`src/rtl/core/gct_pkg.sv`:
```
// Shared types, constants and helper functions for the gated countdown timer.
// Used by every module under rtl/core; depends on nothing.
package gct_pkg;

  // Setpoint clamp bound in seconds
  localparam int unsigned MAX_SECONDS = 65535;

  localparam int unsigned ADDR_W = 5;
  localparam int unsigned DATA_W = 32;
  localparam int unsigned REM_W = 26;
  localparam int unsigned DELAY_W = 27;

  localparam logic [REM_W-1:0] MS_PER_S = 26'd1000;
  localparam logic [REM_W-1:0] ROUND_UP_MS = 26'd999;
  localparam logic [15:0] QUIET_MAX = 16'hFFFF;
  localparam logic [DELAY_W-1:0] DELAY_MAX = 27'h7FFFFFF;

  // floor(x / 1000) for x < 2**26: (x >> 3) * RECIP >> RECIP_SHIFT
  localparam int unsigned RECIP_SHIFT = 30;
  localparam logic [23:0] RECIP = 24'd8589935;

  localparam logic [15:0] RESET_COUNTDOWN_S = 16'd10;
  localparam logic [15:0] RESET_RELEASE_S = 16'd5;
  localparam logic [7:0] RESET_DEBOUNCE_MS = 8'd50;
  localparam logic [REM_W-1:0] RESET_SETPOINT_MS = 26'd10000;
  localparam logic [REM_W-1:0] RESET_RELEASE_MS = 26'd5000;

  localparam logic REQ_MANUAL_RESET = 1'b1;
  localparam logic MODE_LATCH = 1'b0;
  localparam logic MODE_RELEASE = 1'b1;

  typedef enum logic [1:0] {
    PH_IDLE,
    PH_RUNNING,
    PH_PAUSED,
    PH_OUT
  } phase_t;

  typedef enum logic [2:0] {
    REG_COUNTDOWN,
    REG_RELEASE,
    REG_MODE,
    REG_DEBOUNCE,
    REG_ACTIVE_LOW
  } reg_idx_t;

  typedef struct packed {
    logic req_type;
    logic [15:0] elapsed_ms;
    logic gate_level;
    logic clear_level;
  } req_item_t;

  typedef struct packed {
    logic output_on;
    logic [1:0] timer_state;
    logic [15:0] remaining_seconds;
    logic phase_changed;
  } res_item_t;

  typedef struct packed {
    logic [REM_W-1:0] setpoint_ms;
    logic [REM_W-1:0] release_ms;
    logic mode;
    logic [7:0] debounce_ms;
    logic active_low;
  } cfg_t;

  typedef struct packed {
    logic rearm_if_idle;
    logic clear_delay;
    logic [REM_W-1:0] setpoint_ms;
  } cfg_evt_t;

  typedef struct packed {
    logic output_on;
    phase_t state;
    logic changed;
    logic [REM_W-1:0] rem_ms;
  } stage_t;

  function automatic logic [15:0] clamp_seconds(input logic [15:0] v);
    logic [15:0] r;
    r = (32'(v) > MAX_SECONDS) ? 16'(MAX_SECONDS) : v;
    return r;
  endfunction

  function automatic logic [REM_W-1:0] ms_of_seconds(input logic [15:0] s);
    logic [REM_W-1:0] r;
    r = REM_W'(s) * MS_PER_S;
    return r;
  endfunction

endpackage

```
`src/rtl/core/gct_debounce.sv`:
```
// Quiet-time debouncer for one asserted-level input.
// Depends on gct_pkg.
module gct_debounce (
  input  logic        clk,
  input  logic        rst,
  input  logic        seed,
  input  logic        step,
  input  logic        sample,
  input  logic [15:0] dt,
  input  logic [7:0]  debounce_ms,
  output logic        stable_next,
  output logic        rise
);

  logic        last_raw;
  logic        stable;
  logic [15:0] quiet;
  logic [16:0] quiet_sum;
  logic [15:0] quiet_sat;
  logic        moved;
  logic        take;

  always_comb begin
    quiet_sum = {1'b0, quiet} + {1'b0, dt};
    quiet_sat = quiet_sum[16] ? gct_pkg::QUIET_MAX : quiet_sum[15:0];
    moved = sample != last_raw;
    take = !moved && (quiet_sat >= {8'd0, debounce_ms}) && (sample != stable);
    stable_next = take ? sample : stable;
    rise = step && take && sample;
  end

  always_ff @(posedge clk) begin
    if (rst) begin
      last_raw <= 1'b0;
      stable <= 1'b0;
      quiet <= '0;
    end else if (seed) begin
      last_raw <= sample;
      stable <= sample;
      quiet <= '0;
    end else if (step) begin
      if (moved) begin
        // restart the quiet window
        last_raw <= sample;
        quiet <= '0;
      end else begin
        quiet <= quiet_sat;
        stable <= stable_next;
      end
    end
  end

endmodule

```
`src/rtl/core/gct_cfg.sv`:
```
// APB-style configuration registers with the millisecond setpoints derived on write.
// Depends on gct_pkg.
module gct_cfg (
  input  logic                        clk,
  input  logic                        rst,
  input  logic                        psel,
  input  logic                        penable,
  input  logic                        pwrite,
  input  logic [gct_pkg::ADDR_W-1:0]  paddr,
  input  logic [gct_pkg::DATA_W-1:0]  pwdata,
  output logic [gct_pkg::DATA_W-1:0]  prdata,
  output logic                        pready,
  output gct_pkg::cfg_t               cfg,
  output gct_pkg::cfg_evt_t           evt
);

  logic              wr;
  gct_pkg::reg_idx_t idx;
  logic [15:0]       countdown_s;
  logic [15:0]       release_s;
  logic [15:0]       countdown_new;
  logic [15:0]       release_new;

  assign pready = 1'b1;
  assign wr = psel && penable && pwrite;
  assign idx = gct_pkg::reg_idx_t'(paddr[gct_pkg::ADDR_W-1:2]);
  assign countdown_new = gct_pkg::clamp_seconds(pwdata[15:0]);
  assign release_new = gct_pkg::clamp_seconds(pwdata[15:0]);

  always_comb begin
    evt.rearm_if_idle = wr && (idx == gct_pkg::REG_COUNTDOWN);
    evt.clear_delay = wr && (idx == gct_pkg::REG_MODE);
    evt.setpoint_ms = gct_pkg::ms_of_seconds(countdown_new);
  end

  always_ff @(posedge clk) begin
    if (rst) begin
      countdown_s <= gct_pkg::RESET_COUNTDOWN_S;
      release_s <= gct_pkg::RESET_RELEASE_S;
      cfg.setpoint_ms <= gct_pkg::RESET_SETPOINT_MS;
      cfg.release_ms <= gct_pkg::RESET_RELEASE_MS;
      cfg.mode <= gct_pkg::MODE_LATCH;
      cfg.debounce_ms <= gct_pkg::RESET_DEBOUNCE_MS;
      cfg.active_low <= 1'b1;
    end else if (wr) begin
      case (idx)
        gct_pkg::REG_COUNTDOWN: begin
          countdown_s <= countdown_new;
          cfg.setpoint_ms <= evt.setpoint_ms;
        end
        gct_pkg::REG_RELEASE: begin
          release_s <= release_new;
          cfg.release_ms <= gct_pkg::ms_of_seconds(release_new);
        end
        gct_pkg::REG_MODE: cfg.mode <= pwdata[0];
        gct_pkg::REG_DEBOUNCE: cfg.debounce_ms <= pwdata[7:0];
        gct_pkg::REG_ACTIVE_LOW: cfg.active_low <= pwdata[0];
        default: ;
      endcase
    end
  end

  always_comb begin
    case (idx)
      gct_pkg::REG_COUNTDOWN: prdata = {16'd0, countdown_s};
      gct_pkg::REG_RELEASE: prdata = {16'd0, release_s};
      gct_pkg::REG_MODE: prdata = {31'd0, cfg.mode};
      gct_pkg::REG_DEBOUNCE: prdata = {24'd0, cfg.debounce_ms};
      gct_pkg::REG_ACTIVE_LOW: prdata = {31'd0, cfg.active_low};
      default: prdata = '0;
    endcase
  end

endmodule

```
`src/rtl/core/gct_core.sv`:
```
// Timer state update: debouncers, phase machine, countdown and delay-off counters.
// Loads the first pipeline register. Depends on gct_pkg and gct_debounce.
module gct_core (
  input  logic                clk,
  input  logic                rst,
  input  logic                accept,
  input  gct_pkg::req_item_t  item,
  input  gct_pkg::cfg_t       cfg,
  input  gct_pkg::cfg_evt_t   evt,
  input  logic                adv,
  output logic                s1_valid,
  output gct_pkg::stage_t     s1
);

  logic                          started;
  gct_pkg::phase_t               phase;
  gct_pkg::phase_t               phase_next;
  logic                          drive_next;
  logic [gct_pkg::REM_W-1:0]     rem;
  logic [gct_pkg::REM_W-1:0]     rem_next;
  logic [gct_pkg::DELAY_W-1:0]   delay;
  logic [gct_pkg::DELAY_W-1:0]   delay_next;
  logic [gct_pkg::DELAY_W:0]     delay_sum;
  logic [gct_pkg::DELAY_W-1:0]   delay_sat;
  logic                          is_tick;
  logic                          gate;
  logic                          clr;
  logic                          dbn_seed;
  logic                          dbn_step;
  logic                          gate_st;
  logic                          gate_rise;
  logic                          clr_st;
  logic                          clr_rise;

  assign is_tick = item.req_type != gct_pkg::REQ_MANUAL_RESET;
  assign gate = item.gate_level ^ cfg.active_low;
  assign clr = item.clear_level ^ cfg.active_low;
  assign dbn_seed = accept && is_tick && !started;
  assign dbn_step = accept && is_tick && started;

  gct_debounce u_gate (
    .clk         (clk),
    .rst         (rst),
    .seed        (dbn_seed),
    .step        (dbn_step),
    .sample      (gate),
    .dt          (item.elapsed_ms),
    .debounce_ms (cfg.debounce_ms),
    .stable_next (gate_st),
    .rise        (gate_rise)
  );

  gct_debounce u_clear (
    .clk         (clk),
    .rst         (rst),
    .seed        (dbn_seed),
    .step        (dbn_step),
    .sample      (clr),
    .dt          (item.elapsed_ms),
    .debounce_ms (cfg.debounce_ms),
    .stable_next (clr_st),
    .rise        (clr_rise)
  );

  always_comb begin
    delay_sum = {1'b0, delay} + (gct_pkg::DELAY_W + 1)'(item.elapsed_ms);
    delay_sat = delay_sum[gct_pkg::DELAY_W] ? gct_pkg::DELAY_MAX
                                            : delay_sum[gct_pkg::DELAY_W-1:0];
    phase_next = phase;
    rem_next = rem;
    delay_next = delay;
    drive_next = 1'b0;
    if (!is_tick || !started || clr_rise) begin
      // manual reset, first tick or debounced clear edge: back to idle, rearmed
      phase_next = gct_pkg::PH_IDLE;
      rem_next = cfg.setpoint_ms;
      delay_next = '0;
    end else begin
      case (phase)
        gct_pkg::PH_IDLE: begin
          if (gate_st) begin
            rem_next = cfg.setpoint_ms;
            delay_next = '0;
            phase_next = gct_pkg::PH_RUNNING;
          end
        end
        gct_pkg::PH_RUNNING: begin
          if (!gate_st) begin
            phase_next = gct_pkg::PH_PAUSED;
          end else if (rem <= gct_pkg::REM_W'(item.elapsed_ms)) begin
            rem_next = '0;
            delay_next = '0;
            phase_next = gct_pkg::PH_OUT;
            drive_next = 1'b1;
          end else begin
            rem_next = rem - gct_pkg::REM_W'(item.elapsed_ms);
          end
        end
        gct_pkg::PH_PAUSED: begin
          if (gate_st) begin
            phase_next = gct_pkg::PH_RUNNING;
          end
        end
        gct_pkg::PH_OUT: begin
          drive_next = 1'b1;
          if (cfg.mode == gct_pkg::MODE_RELEASE) begin
            delay_next = delay_sat;
            if (delay_sat >= gct_pkg::DELAY_W'(cfg.release_ms)) begin
              rem_next = cfg.setpoint_ms;
              delay_next = '0;
              phase_next = gct_pkg::PH_IDLE;
              drive_next = 1'b0;
            end
          end
        end
        default: begin
          phase_next = gct_pkg::PH_IDLE;
        end
      endcase
    end
  end

  always_ff @(posedge clk) begin
    if (rst) begin
      started <= 1'b0;
      phase <= gct_pkg::PH_IDLE;
      rem <= gct_pkg::RESET_SETPOINT_MS;
      delay <= '0;
      s1_valid <= 1'b0;
    end else begin
      if (accept) begin
        phase <= phase_next;
        rem <= rem_next;
        delay <= delay_next;
        if (is_tick) begin
          started <= 1'b1;
        end
        s1_valid <= 1'b1;
      end else begin
        if (evt.rearm_if_idle && (phase == gct_pkg::PH_IDLE)) begin
          rem <= evt.setpoint_ms;
          delay <= '0;
        end else if (evt.clear_delay) begin
          delay <= '0;
        end
        if (adv) begin
          s1_valid <= 1'b0;
        end
      end
    end
  end

  always_ff @(posedge clk) begin
    if (accept) begin
      s1.output_on <= drive_next;
      s1.state <= phase_next;
      s1.changed <= phase_next != phase;
      s1.rem_ms <= rem_next;
    end
  end

endmodule

```
`src/rtl/core/gct_out.sv`:
```
// Result stage: rounds the remaining milliseconds up to seconds and holds the result.
// Depends on gct_pkg.
module gct_out (
  input  logic                clk,
  input  logic                rst,
  input  logic                adv,
  input  logic                s1_valid,
  input  gct_pkg::stage_t     s1,
  output logic                res_valid,
  output gct_pkg::res_item_t  res_item
);

  logic [gct_pkg::REM_W-1:0] rounded;
  logic [46:0]               prod;
  logic [15:0]               secs;

  // ceil(ms / 1000) as floor((ms + 999) / 8 * RECIP >> RECIP_SHIFT)
  always_comb begin
    rounded = s1.rem_ms + gct_pkg::ROUND_UP_MS;
    prod = 47'(rounded[gct_pkg::REM_W-1:3]) * 47'(gct_pkg::RECIP);
    secs = prod[gct_pkg::RECIP_SHIFT+15:gct_pkg::RECIP_SHIFT];
  end

  always_ff @(posedge clk) begin
    if (rst) begin
      res_valid <= 1'b0;
    end else if (adv) begin
      res_valid <= s1_valid;
    end
  end

  always_ff @(posedge clk) begin
    if (adv && s1_valid) begin
      res_item.output_on <= s1.output_on;
      res_item.timer_state <= s1.state;
      res_item.remaining_seconds <= secs;
      res_item.phase_changed <= s1.changed;
    end
  end

endmodule

```
`src/rtl/core/gated_countdown_timer.sv`:
```
// Top level of the gated countdown timer: request/result channels and register port.
// Depends on gct_pkg, gct_cfg, gct_core and gct_out.
//
//   channel   signals                               direction
//   request   req_valid, req_ready, req_item        in
//   result    res_valid, res_ready, res_item        out
//   config    psel, penable, pwrite, paddr, pwdata,  in
//             prdata, pready                        out
//
// One request per cycle; its result passes through the stage register (state update
// at acceptance) and then the result register (the seconds rounding multiply
// into the result register). Both stages stall
// together when the result is not taken; req_ready drops only while both hold a request.
// Synchronous reset restores register defaults and idles the timer at once.
module gated_countdown_timer (
  input  logic                        clk,
  input  logic                        rst,
  input  logic                        req_valid,
  output logic                        req_ready,
  input  gct_pkg::req_item_t          req_item,
  output logic                        res_valid,
  input  logic                        res_ready,
  output gct_pkg::res_item_t          res_item,
  input  logic                        psel,
  input  logic                        penable,
  input  logic                        pwrite,
  input  logic [gct_pkg::ADDR_W-1:0]  paddr,
  input  logic [gct_pkg::DATA_W-1:0]  pwdata,
  output logic [gct_pkg::DATA_W-1:0]  prdata,
  output logic                        pready
);

  gct_pkg::cfg_t     cfg;
  gct_pkg::cfg_evt_t evt;
  gct_pkg::stage_t   s1;
  logic              s1_valid;
  logic              adv;
  logic              accept;

  assign adv = !res_valid || res_ready;
  assign req_ready = !s1_valid || adv;
  assign accept = req_valid && req_ready;

  gct_cfg u_cfg (
    .clk     (clk),
    .rst     (rst),
    .psel    (psel),
    .penable (penable),
    .pwrite  (pwrite),
    .paddr   (paddr),
    .pwdata  (pwdata),
    .prdata  (prdata),
    .pready  (pready),
    .cfg     (cfg),
    .evt     (evt)
  );

  gct_core u_core (
    .clk      (clk),
    .rst      (rst),
    .accept   (accept),
    .item     (req_item),
    .cfg      (cfg),
    .evt      (evt),
    .adv      (adv),
    .s1_valid (s1_valid),
    .s1       (s1)
  );

  gct_out u_out (
    .clk       (clk),
    .rst       (rst),
    .adv       (adv),
    .s1_valid  (s1_valid),
    .s1        (s1),
    .res_valid (res_valid),
    .res_item  (res_item)
  );

  // output drive is on exactly in the out state
  a_drive_state: assert property (@(posedge clk) disable iff (rst)
    res_valid |-> (res_item.output_on == (res_item.timer_state == gct_pkg::PH_OUT)))
    else $error("output drive disagrees with timer state");

  // expired countdown shows zero seconds left
  a_out_zero: assert property (@(posedge clk) disable iff (rst)
    (res_valid && (res_item.timer_state == gct_pkg::PH_OUT)) |->
      (res_item.remaining_seconds == 16'd0))
    else $error("remaining time nonzero in out state");

  // an empty result register never holds back requests
  a_no_bubble: assert property (@(posedge clk) disable iff (rst)
    !res_valid |-> req_ready)
    else $error("request stalled with empty result register");

  // an accepted request with a free result side is held in the stage register
  a_flow: assert property (@(posedge clk) disable iff (rst)
    (accept && !s1_valid && adv) |=> s1_valid)
    else $error("accepted request lost");

endmodule
```
`config.mk`:
```
export PLATFORM = sky130hd
export DESIGN_NAME = gated_countdown_timer
export DESIGN_NICKNAME = d
export VERILOG_FILES = /design/src/rtl/core/gct_pkg.sv /design/src/rtl/core/gct_debounce.sv /design/src/rtl/core/gct_cfg.sv /design/src/rtl/core/gct_core.sv /design/src/rtl/core/gct_out.sv /design/src/rtl/core/gated_countdown_timer.sv
export SDC_FILE = /design/constraint.sdc
export NUM_CORES = 1
export LEC_CHECK = 0
export BUFFER_PORTS_ARGS = -buffer_cell sky130_fd_sc_hd__buf_2
export CAP_MARGIN = 5
export CORE_MARGIN = 2
export CORE_UTILIZATION = 45
export CTS_CLUSTER_SIZE = 40
export DETAILED_ROUTE_END_ITERATION = 8
export GPL_TIMING_DRIVEN = 0
export PLACE_DENSITY_LB_ADDON = 0.05
export SYNTH_ARGS = -nofsm -noshare
export SYNTH_HDL_FRONTEND = slang
export SYNTH_SLANG_ARGS = --single-unit
```
`constraint.sdc`:
```
create_clock -name clk -period 21.8 [get_ports clk]
set_input_delay 1.09 -clock clk [delete_from_list [all_inputs] [get_ports clk]]
set_output_delay 1.09 -clock clk [all_outputs]
set_load 0.01 [all_outputs]
```
=== Yosys cells after proc, flatten, opt, wreduce, memory -nomap -nowiden ===
Index checks and enable logic that the tools add are counted.

* Flip-flop bits (word level): 232
* Logic and storage cells: 160
* Input bits: 63
* Output and inout port bits: 55

* Bitwise gates (word level): 3
* Equal/unequal tests: 19
* Multipliers: 2
* Multiplexer cells: 53
* Magnitude comparators: 4
* Reductions and logical operators: 47
* $add $sub $neg: 5

{| class="wikitable"
|+ Operators with widths
! operator !! number
|-
| $mux W27 || 10
|-
| $mux W26 || 8
|-
| $pmux W27 S3 || 1
|-
| $pmux W16 S5 || 1
|-
| $pmux W26 S3 || 1
|-
| $mux W16 || 4
|-
| $mul A23 B24 Y46 const B || 1
|-
| $add A16 B16 Y17 || 2
|-
| $ge A16 B8 Y1 || 2
|-
| $add A27 B16 Y28 || 1
|-
| $ge A27 B26 Y1 || 1
|-
| $add A26 B10 Y26 const B || 1
|-
| $le A26 B16 Y1 || 1
|-
| $sub A26 B16 Y26 || 1
|-
| $mul A16 B7 Y23 const B || 1
|-
| $mux W1 || 20
|-
| $reduce_and A2 Y1 || 9
|-
| $logic_and A1 B1 Y1 || 16
|-
| $ne A4 B4 Y1 const B || 4
|-
| $mux W2 || 6
|-
| $reduce_bool A2 Y1 || 6
|-
| $eq A3 B2 Y1 const B || 2
|-
| $pmux W2 S3 || 1
|-
| $reduce_and A6 Y1 || 1
|-
| 18 further kinds || 32
|}

=== Logic depth before layout (Yosys ltp) ===
Gate-level depths: netlist (run 1).

* Depth after elaboration: 11
* Mapped depth: 38
* Mapped depth without buffers: 38

=== By module ===
From an unflattened synthesis (run 1), not the netlist that was laid out.

* Cell total of the unflattened synthesis: 3268
* Area total of the unflattened synthesis: 27880.5 um^2

{| class="wikitable"
|+ By module, submodules not included
! module !! cells an instance !! times used !! area each (um^2)
|-
| gct_out || 938 || 1 || 9379.0
|-
| gct_core || 1066 || 1 || 8119.0
|-
| gct_cfg || 771 || 1 || 6558.8
|-
| gct_debounce || 245 || 2 || 1894.3
|-
| gated_countdown_timer || 3 || 1 || 35.0
|}

=== Least setup slack after synthesis (run 1) ===
OpenSTA, ideal clock, no wires.

* Kind: reg-to-reg
* Start: reg u_core.s1[0] (netlist name)
* End: reg u_out.res_item[16] (netlist name)
* Path buffers: 0
* Stages on the path, launching flop included: 36
* Period minus slack after synthesis: 9.229 ns
* Arrival time: 8.962 ns
* Slack: 12.571 ns
* Cells stage by stage: edfxtp_1 -> o31a_1 -> a21oi_1 -> nor2b_1 -> nor2b_1 -> nand2b_1 -> o21a_1 -> nand3_1 -> nor2_1 -> and3_1 -> and3_1 -> xor2_1 -> fa_1 -> fa_1 -> inv_1 -> fa_1 -> fa_1 -> fa_1 -> inv_1 -> fa_1 -> inv_1 -> fa_1 -> inv_1 -> ha_1 -> a21o_1 -> a21o_1 -> a21oi_1 -> nand3_1 -> a2111oi_0 -> a21o_1 -> a2111oi_0 -> o31a_1 -> o21a_1 -> o21a_1 -> nor2_1 -> xnor3_1

* Word-level cells in the longest chain between the ends: 2

{| class="wikitable"
|+ Ends and longest elaborated chain
! item !! RTL line !! source
|-
| $add A26 B10 Y26 || gct_out.sv:19 || <nowiki>rounded = s1.rem_ms + gct_pkg::ROUND_UP_MS;</nowiki>
|-
| $mul A23 B24 Y46 || gct_out.sv:20 || <nowiki>prod = 47'(rounded[gct_pkg::REM_W-1:3]) * 47'(gct_pkg::RECIP);</nowiki>
|-
| named net u_out.prod[45] || gct_out.sv:14 || <nowiki>logic [46:0] prod;</nowiki>
|}

The timed path passes the listed nets, and every way through them passes these cells.
A chain may end at the register's enable or synchronous reset.

=== Worst setup path in the final report (run 1) ===
* Start: reg u_core.s1[0] (netlist name)
* End: reg u_out.res_item[16] (netlist name)

* Word-level cells in the longest chain between the ends: 2

{| class="wikitable"
|+ Ends and longest elaborated chain
! item !! RTL line
|-
| $add A26 B10 Y26 || gct_out.sv:19
|-
| $mul A23 B24 Y46 || gct_out.sv:20
|-
| named net u_out.prod[45] || gct_out.sv:14
|}

The timed path passes the listed nets, and every way through them passes these cells.

==> flow_summary.yaml, run 1 <==
run_status:
  status: "finished, final reports clean"
run:
  max-cap-violations: 0
synthesis:
  yosysMostFrequentCell: "inv_1"
  synth-seq-cells: 228
  yosys_warnings: 0
  synth_top_area_share: 0.194
  synthesis.instances: 2899
  synth_area_leaders: "ha_1 (19%), fa_1 (17%), dfxtp_1 (14%), inv_1 (6.5%), edfxtp_1 (5.9%)"
  synth_top_flop_cell: "dfxtp_1"
  synth.top_cells.by_count: "inv_1 (440), ha_1 (393), nand2_1 (303), fa_1 (215), a21oi_1 (205)"
  synth_area_um2: 25300
  yosys.area.top_type: "ha_1"
  async_reset_ff_frac: 0
  synth_edf_count: 50
  ys_seq_area_frac: 0.200
  yosysUniqueCellTypes: 88
  synth.avg_cell_area_um2: 8.73
timing:
  tightestPinTransition_ns: 1.30
  tns_ns: 0
  relSlewSlack: 0.130
  finalCritPeriodShare: 0.484
  rsz0062_at_grt: "false"
  fin_skew_ns: 0.0484
  slew_viol_final: 0
  setup-violations-final: 0
  max_freq_mhz: 94.8
  min_period_ns: 10.55
  hold_viol_final: 0
global_routing:
  use_met2: 0.480
  grt_use_met3: 0.0256
  grt_max_degree: 40
  grt_pass1_wl_um: 120000
  busiest_layer: "met2"
  grt_pass1_vias: 20800
  grt_antenna_before_repair: 0
  gr-usage-all-layers: 0.271
  gr-total-overflow: 0
  grt_util_met1: 0.345
layout:
  seq_area_um2: 5060
  layout-drive-gt1-share: 0.0701
  nFillCells: 5420
  area_growth_pct: 9.55
  multi_input_comb_area_um2: 18200
  num_antenna_cells: 0
  layout.nets: 3701
  stdcell_area_um2: 27700
  fin_cells: 3799
critical_path:
  worstSetupPathType: "reg2reg"
  cp_max_fo: 7
  cp_slowest_cell: "xnor2_1"
  end_kind: "flip-flop"
  cp.arrival_ns: 10.86
  worstSetupStartpointType: "flip-flop"
  worstSetupStartpoint: "u_core.s1[0]"
  r2r_end: "u_out.res_item[16]"
  r2r-start: "u_core.s1[0]"
  crit_end: "u_out.res_item[16]"
  rrSetupSlack_ns: 11.25
  crit_path_max_incr_delay_ns: 0.84
  critPathMostFrequentCell: "fa_1"
  reg2regPathDepth: 37
  crit_required_ns: 22.12
drt:
  drt_wl_total_um: 78300
  vias_per_cell: 5.55
  route.detailed.drc: 0
  routedWlPerCell_um: 20.6
  vias: 21100
  firstDrtPassIters: 6
  drt_iter0_drc: 1346
  drtAntennaViolNets: 0
floorplan:
  rows: 86
  die_y_um: 241
  coreArea_um2: 55300
  initial_core_util: 0.457
  fp.dieW_um: 241
  io_pins: 118
  die_area_um2: 58100
clock_tree:
  postCtsSetupBuffers: 0
  clockRootBuffer: "clkbuf_16"
  cts_resized: 0
  ctsHoldBuffers: 0
  clkTransAtPathRegs_ns: 0.06
  clock-sinks: 228
  cts_tree: "done"
  cts_inserted_buffers: 30
  clockBufferDepth: 3
  htree_levels: 1
  clk_latency_ns: 0.62
placed_design:
  dp.cells: 3746
  placed_area_um2: 26700
  dpl.hpwl_um: 63500
  finalWeightedCongestion: 0.913
  portBuffers: 81
power_and_ir_drop:
  max-vdd-ir-drop_uv: 191
  p_per_area_nw_per_um2: 121
  power_uw: 3360
  power.leakage_uw: 0.0133
min_path:
  hp-class: "reg2reg"
-- power breakdown --
part	switching (µW)	leakage, µW	total [µW]	internal (µW)
logic	1400	0.0109	2380	973
clock network	209	0.000478	501	292
registers	11.0	0.00192	480	469
total	1620	0.0133	3360	1730
-- kinds of logic (layout without fill, tap and decap cells) --
| kind of cell | count (synthesis) | in the layout | share of synthesized area |
|---|---|---|---|
| compound gates | 633 | 633 | 0.165 |
| buf+inv | 546 | 683 | 0.0846 |
| mux | 29 | 29 | 0.0115 |
| xor+xnor | 95 | 95 | 0.0334 |
| fa+ha+maj | 608 | 608 | 0.365 |
| other cells | 2 | 17 | 0.000297 |
| simple gates | 758 | 758 | 0.140 |
| flops | 228 | 228 | 0.200 |
-- worst min path at each step --
| stage | cells past startpoint | startpoint | endpoint |
|---|---|---|---|
| 4_1_cts | 0 | u_core.s1[29] | u_out.res_item[19] |
| 5_1_grt | 0 | u_core.s1[28] | u_out.res_item[18] |
| 6_report | 0 | u_core.s1[26] | u_out.res_item[0] |
| 2_1_floorplan | 0 | u_core.s1[26] | u_out.res_item[0] |
| 3_3_place_gp | 0 | u_core.s1[26] | u_out.res_item[0] |
| 3_5_place_dp | 0 | u_core.s1[29] | u_out.res_item[19] |
-- routing by layer --
metal  share of wire  wire length (µm)
met5               0                 0
met4           0.036              2800
met3           0.039              3060
met2            0.49             38300
met1            0.44             34200
-- area by class of cell --
cell class,instances,share of cell area
Tap cell,748,0.0338
Buffer,105,0.0175
Sequential cell,228,0.183
Timing Repair Buffer,84,0.0158
Clock inverter,12,0.00501
Inverter,441,0.0597
Multi-Input combinational cell,2140,0.655
Clock buffer,41,0.0304
-- placed cells by master, fill, tap and decap left out, types with 30 or more instances in the layout --
| cell type | n |
|---|---|
| xnor2_1 | 52 |
| fa_1 | 215 |
| nor2_1 | 152 |
| o21a_1 | 34 |
| ha_1 | 393 |
| a21oi_1 | 205 |
| a21o_1 | 56 |
| inv_1 | 440 |
| and3_1 | 33 |
| edfxtp_1 | 50 |
| nand3_1 | 62 |
| nor3_1 | 58 |
| clkbuf_1 | 81 |
| dfxtp_1 | 178 |
| o21ai_0 | 93 |
| xor2_1 | 42 |
| buf_2 | 90 |
| clkbuf_16 | 30 |
| nand2_1 | 303 |
-- metrics by stage --
step / util / hold slack (ns) / worst slack (ns)
2_1_floorplan: - / 0.400 / 12.57
3_3_place_gp: 0.483 / 0.404 / 10.19
3_5_place_dp: 0.483 / 0.407 / 11.13
4_1_cts: 0.501 / 0.421 / 11.11
5_1_grt: 0.501 / 0.427 / 10.50
6_report: 0.501 / 0.417 / 11.25
-- state kept, by name, indices dropped and copies added, names as in the netlist, 2 cells and up --
register,flops
u_cfg.countdown_s,16
u_core.rem,26
u_out.res_item,20
u_cfg.cfg,52
u_core.phase,2
u_core.s1,30
u_core.u_gate.quiet,16
u_core.delay,27
u_core.u_clear.quiet,16
u_cfg.release_s,16
-- critical path: cells and delay by family (launching register included) --
kind / cells / cell delay, ns
buffers and inverters: 5 / 0.45
adders and majority gates: 8 / 3.88
DFF: 1 / 0.35
xor gates and xnor gates: 2 / 1.07
and+or+nand+nor: 10 / 1.80
AOI/OAI and AO/OA: 12 / 2.73
Power figures use the tool's default switching activity.
==> inputs of run 2 (changes only) <==
ABC_AREA = 1   (was default)
clock period = 10.2 ns   (was 21.8 ns; I/O delays follow)
==> flow_summary.yaml, run 2 <==
layout:
  layout.nets: 4537
  top_register: "u_cfg.cfg"
  largest_reg_flops: 52
  layout-drive-gt1-share: 0.0643
  area_growth_pct: 9.17
  reg.largest.list: "u_cfg.cfg: 52 flops, u_core.s1: 30 flops, u_core.delay: 27 flops"
  num_antenna_cells: 0
  layout_common_cells: "inv_1 (760), nand2_1 (655), ha_1 (393)"
  stdcell_area_um2: 30200
  final_common_cell: "inv_1"
  post-route-util: 0.498
critical_path:
  worstSetupStartpoint: "u_core.s1[1]"
  critPathMostFrequentCell: "nand2_1"
  r2r-start: "u_core.s1[1]"
  worstSetupStartpointType: "flip-flop"
  cp_slowest_cell: "fa_1"
  crit_path_max_incr_delay_ns: 0.57
  end_kind: "flip-flop"
  crit_end: "u_out.res_item[15]"
  cp.arrival_ns: 9.66
  reg2regPathDepth: 43
  worstSetupPathType: "reg2reg"
  rrSetupSlack_ns: 0.88
  crit_required_ns: 10.54
  r2r_end: "u_out.res_item[15]"
  cp_max_fo: 6
drt:
  drt_wl_total_um: 87000
  routedWlPerCell_um: 18.6
  vias_per_cell: 5.23
  drt_iter0_drc: 1682
  drtAntennaViolNets: 0
  firstDrtPassIters: 5
  route.detailed.drc: 0
  vias: 24400
power_and_ir_drop:
  clock_power_share: 0.123
  combPwrFrac: 0.764
  power.leakage_uw: 0.0157
  p_sw_uw: 5060
  p_int_uw: 4140
  max-vdd-ir-drop_uv: 332
  swShare: 0.550
  pwr-share-seq: 0.113
  power_uw: 9210
  p_per_area_nw_per_um2: 305
synthesis:
  yosys.area.top_type: "ha_1"
  synth_edf_count: 50
  async_reset_ff_frac: 0
  synth_area_um2: 27600
  ys_seq_area_frac: 0.183
  synth.top_cells.by_count: "inv_1 (760), nand2_1 (655), ha_1 (393), a21oi_1 (303), nor2_1 (249)"
  yosysUniqueCellTypes: 63
  synth_top_area_share: 0.178
  yosysMostFrequentCell: "inv_1"
  synth_top_flop_cell: "dfxtp_1"
  synth.avg_cell_area_um2: 7.40
  synthesis.instances: 3734
  synth-seq-cells: 228
  synth_area_leaders: "ha_1 (18%), fa_1 (16%), dfxtp_1 (13%), inv_1 (10%), nand2_1 (8.9%)"
  yosys_warnings: 0
run_status:
  status: "finished, final reports clean"
timing:
  relSlewSlack: 0.217
  tns_ns: 0
  setup-violations-final: 0
  tightestPinTransition_ns: 1.17
  rsz0062_at_grt: "false"
  max_freq_mhz: 107
  min_period_ns: 9.32
  slew_viol_final: 0
  finalCritPeriodShare: 0.914
  fin_skew_ns: 0.0242
  hold_viol_final: 0
global_routing:
  gr-usage-all-layers: 0.274
  grt_max_degree: 25
  grt_antenna_before_repair: 0
  grt_pass1_wl_um: 134000
  gr-total-overflow: 0
  grt_pass1_vias: 24000
floorplan:
  die_area_um2: 63400
  coreArea_um2: 60600
  rows: 90
  fp.dieW_um: 252
  initial_core_util: 0.456
  io_pins: 118
  die_y_um: 252
clock_tree:
  cts_tree: "done"
  clk_latency_ns: 0.61
  cts_resized: 0
  clock-sinks: 228
  htree_levels: 1
  postCtsSetupBuffers: 0
  cts_inserted_buffers: 31
  clkTransAtPathRegs_ns: 0.06
  clockRootBuffer: "clkbuf_16"
  ctsHoldBuffers: 0
  clockBufferDepth: 3
placed_design:
  portBuffers: 81
  placed_area_um2: 29100
  finalWeightedCongestion: 0.933
  dpl.hpwl_um: 71800
run:
  max-cap-violations: 0
min_path:
  hp-class: "in2reg"
## run 2: cell type report
class,count,area [µm²]
tap,782,978
inverter,778,2930
buffer,102,517
clock buffer,41,843
timing repair buffer,84,455
fill,6182,30400
sequential,228,5060
clock inverter,15,196
multi-input combinational,2641,19200
## run 2: how the worst min path moves through the flow
stage / from / cells past startpoint / slack [ns] / endpoint
after floorplan: u_core.s1[26] / 0 / 0.40 / u_out.res_item[0]
after global placement: u_core.s1[27] / 0 / 0.41 / u_out.res_item[17]
after detailed placement: u_core.s1[27] / 0 / 0.40 / u_out.res_item[17]
after CTS: res_ready / 4 / 0.15 / u_out.res_valid
after global routing: res_ready / 4 / 0.20 / u_out.res_valid
final: res_ready / 4 / 0.18 / u_out.res_valid
## run 2: critical path: cells and delay by family (launching register included)
family                     cells  cell delay, ns
adders and majority gates      8            4.03
and+or+nand+nor               21            2.58
AOI/OAI and AO/OA              5            0.98
buffers and inverters          7            0.62
xor gates and xnor gates       2            0.52
DFF                            1            0.36
## run 2: kinds of logic (layout without fill, tap and decap cells)
| logic type | after synthesis | in the layout | synth area share |
|---|---|---|---|
| buffers and inverters | 880 | 1020 | 0.125 |
| other | 2 | 17 | 0.000272 |
| xor gates and xnor gates | 79 | 79 | 0.0250 |
| and+or+nand+nor | 1299 | 1299 | 0.205 |
| AOI/OAI and AO/OA | 638 | 638 | 0.129 |
| adders and majority gates | 608 | 608 | 0.334 |
| DFF | 228 | 228 | 0.183 |
## run 2: per-stage QoR
| stage | setup slack [ns] | std cells | hold WS (ns) |
|---|---|---|---|
| after floorplan | 2.45 | 3749 | 0.400 |
| after global placement | 0.766 | 4612 | 0.408 |
| after detailed placement | 0.740 | 4615 | 0.405 |
| after CTS | 0.723 | 4671 | 0.151 |
| after global routing | 0.0537 | 4671 | 0.205 |
| final | 0.877 | 4671 | 0.177 |
## run 2: power by group through the flow
stage          Sequential [µW]  Combinational [µW]  Clock (µW)
2_1_floorplan             1070                5030           0
3_3_place_gp              1060                6990           0
3_5_place_dp              1060                6990           0
4_1_cts                   1040                7060        1160
5_1_grt                   1050                8040        1190
6_report                  1040                7030        1130
## run 2: per-layer routing
metal | global-route usage | up-vias | wire length, µm
met5 | 0 | - | 0
met4 | 0.118 | 0 | 4270
met3 | 0.0335 | 170 | 4010
met2 | 0.468 | 545 | 41100
met1 | 0.350 | 11400 | 37700
li1 | - | 12300 | -
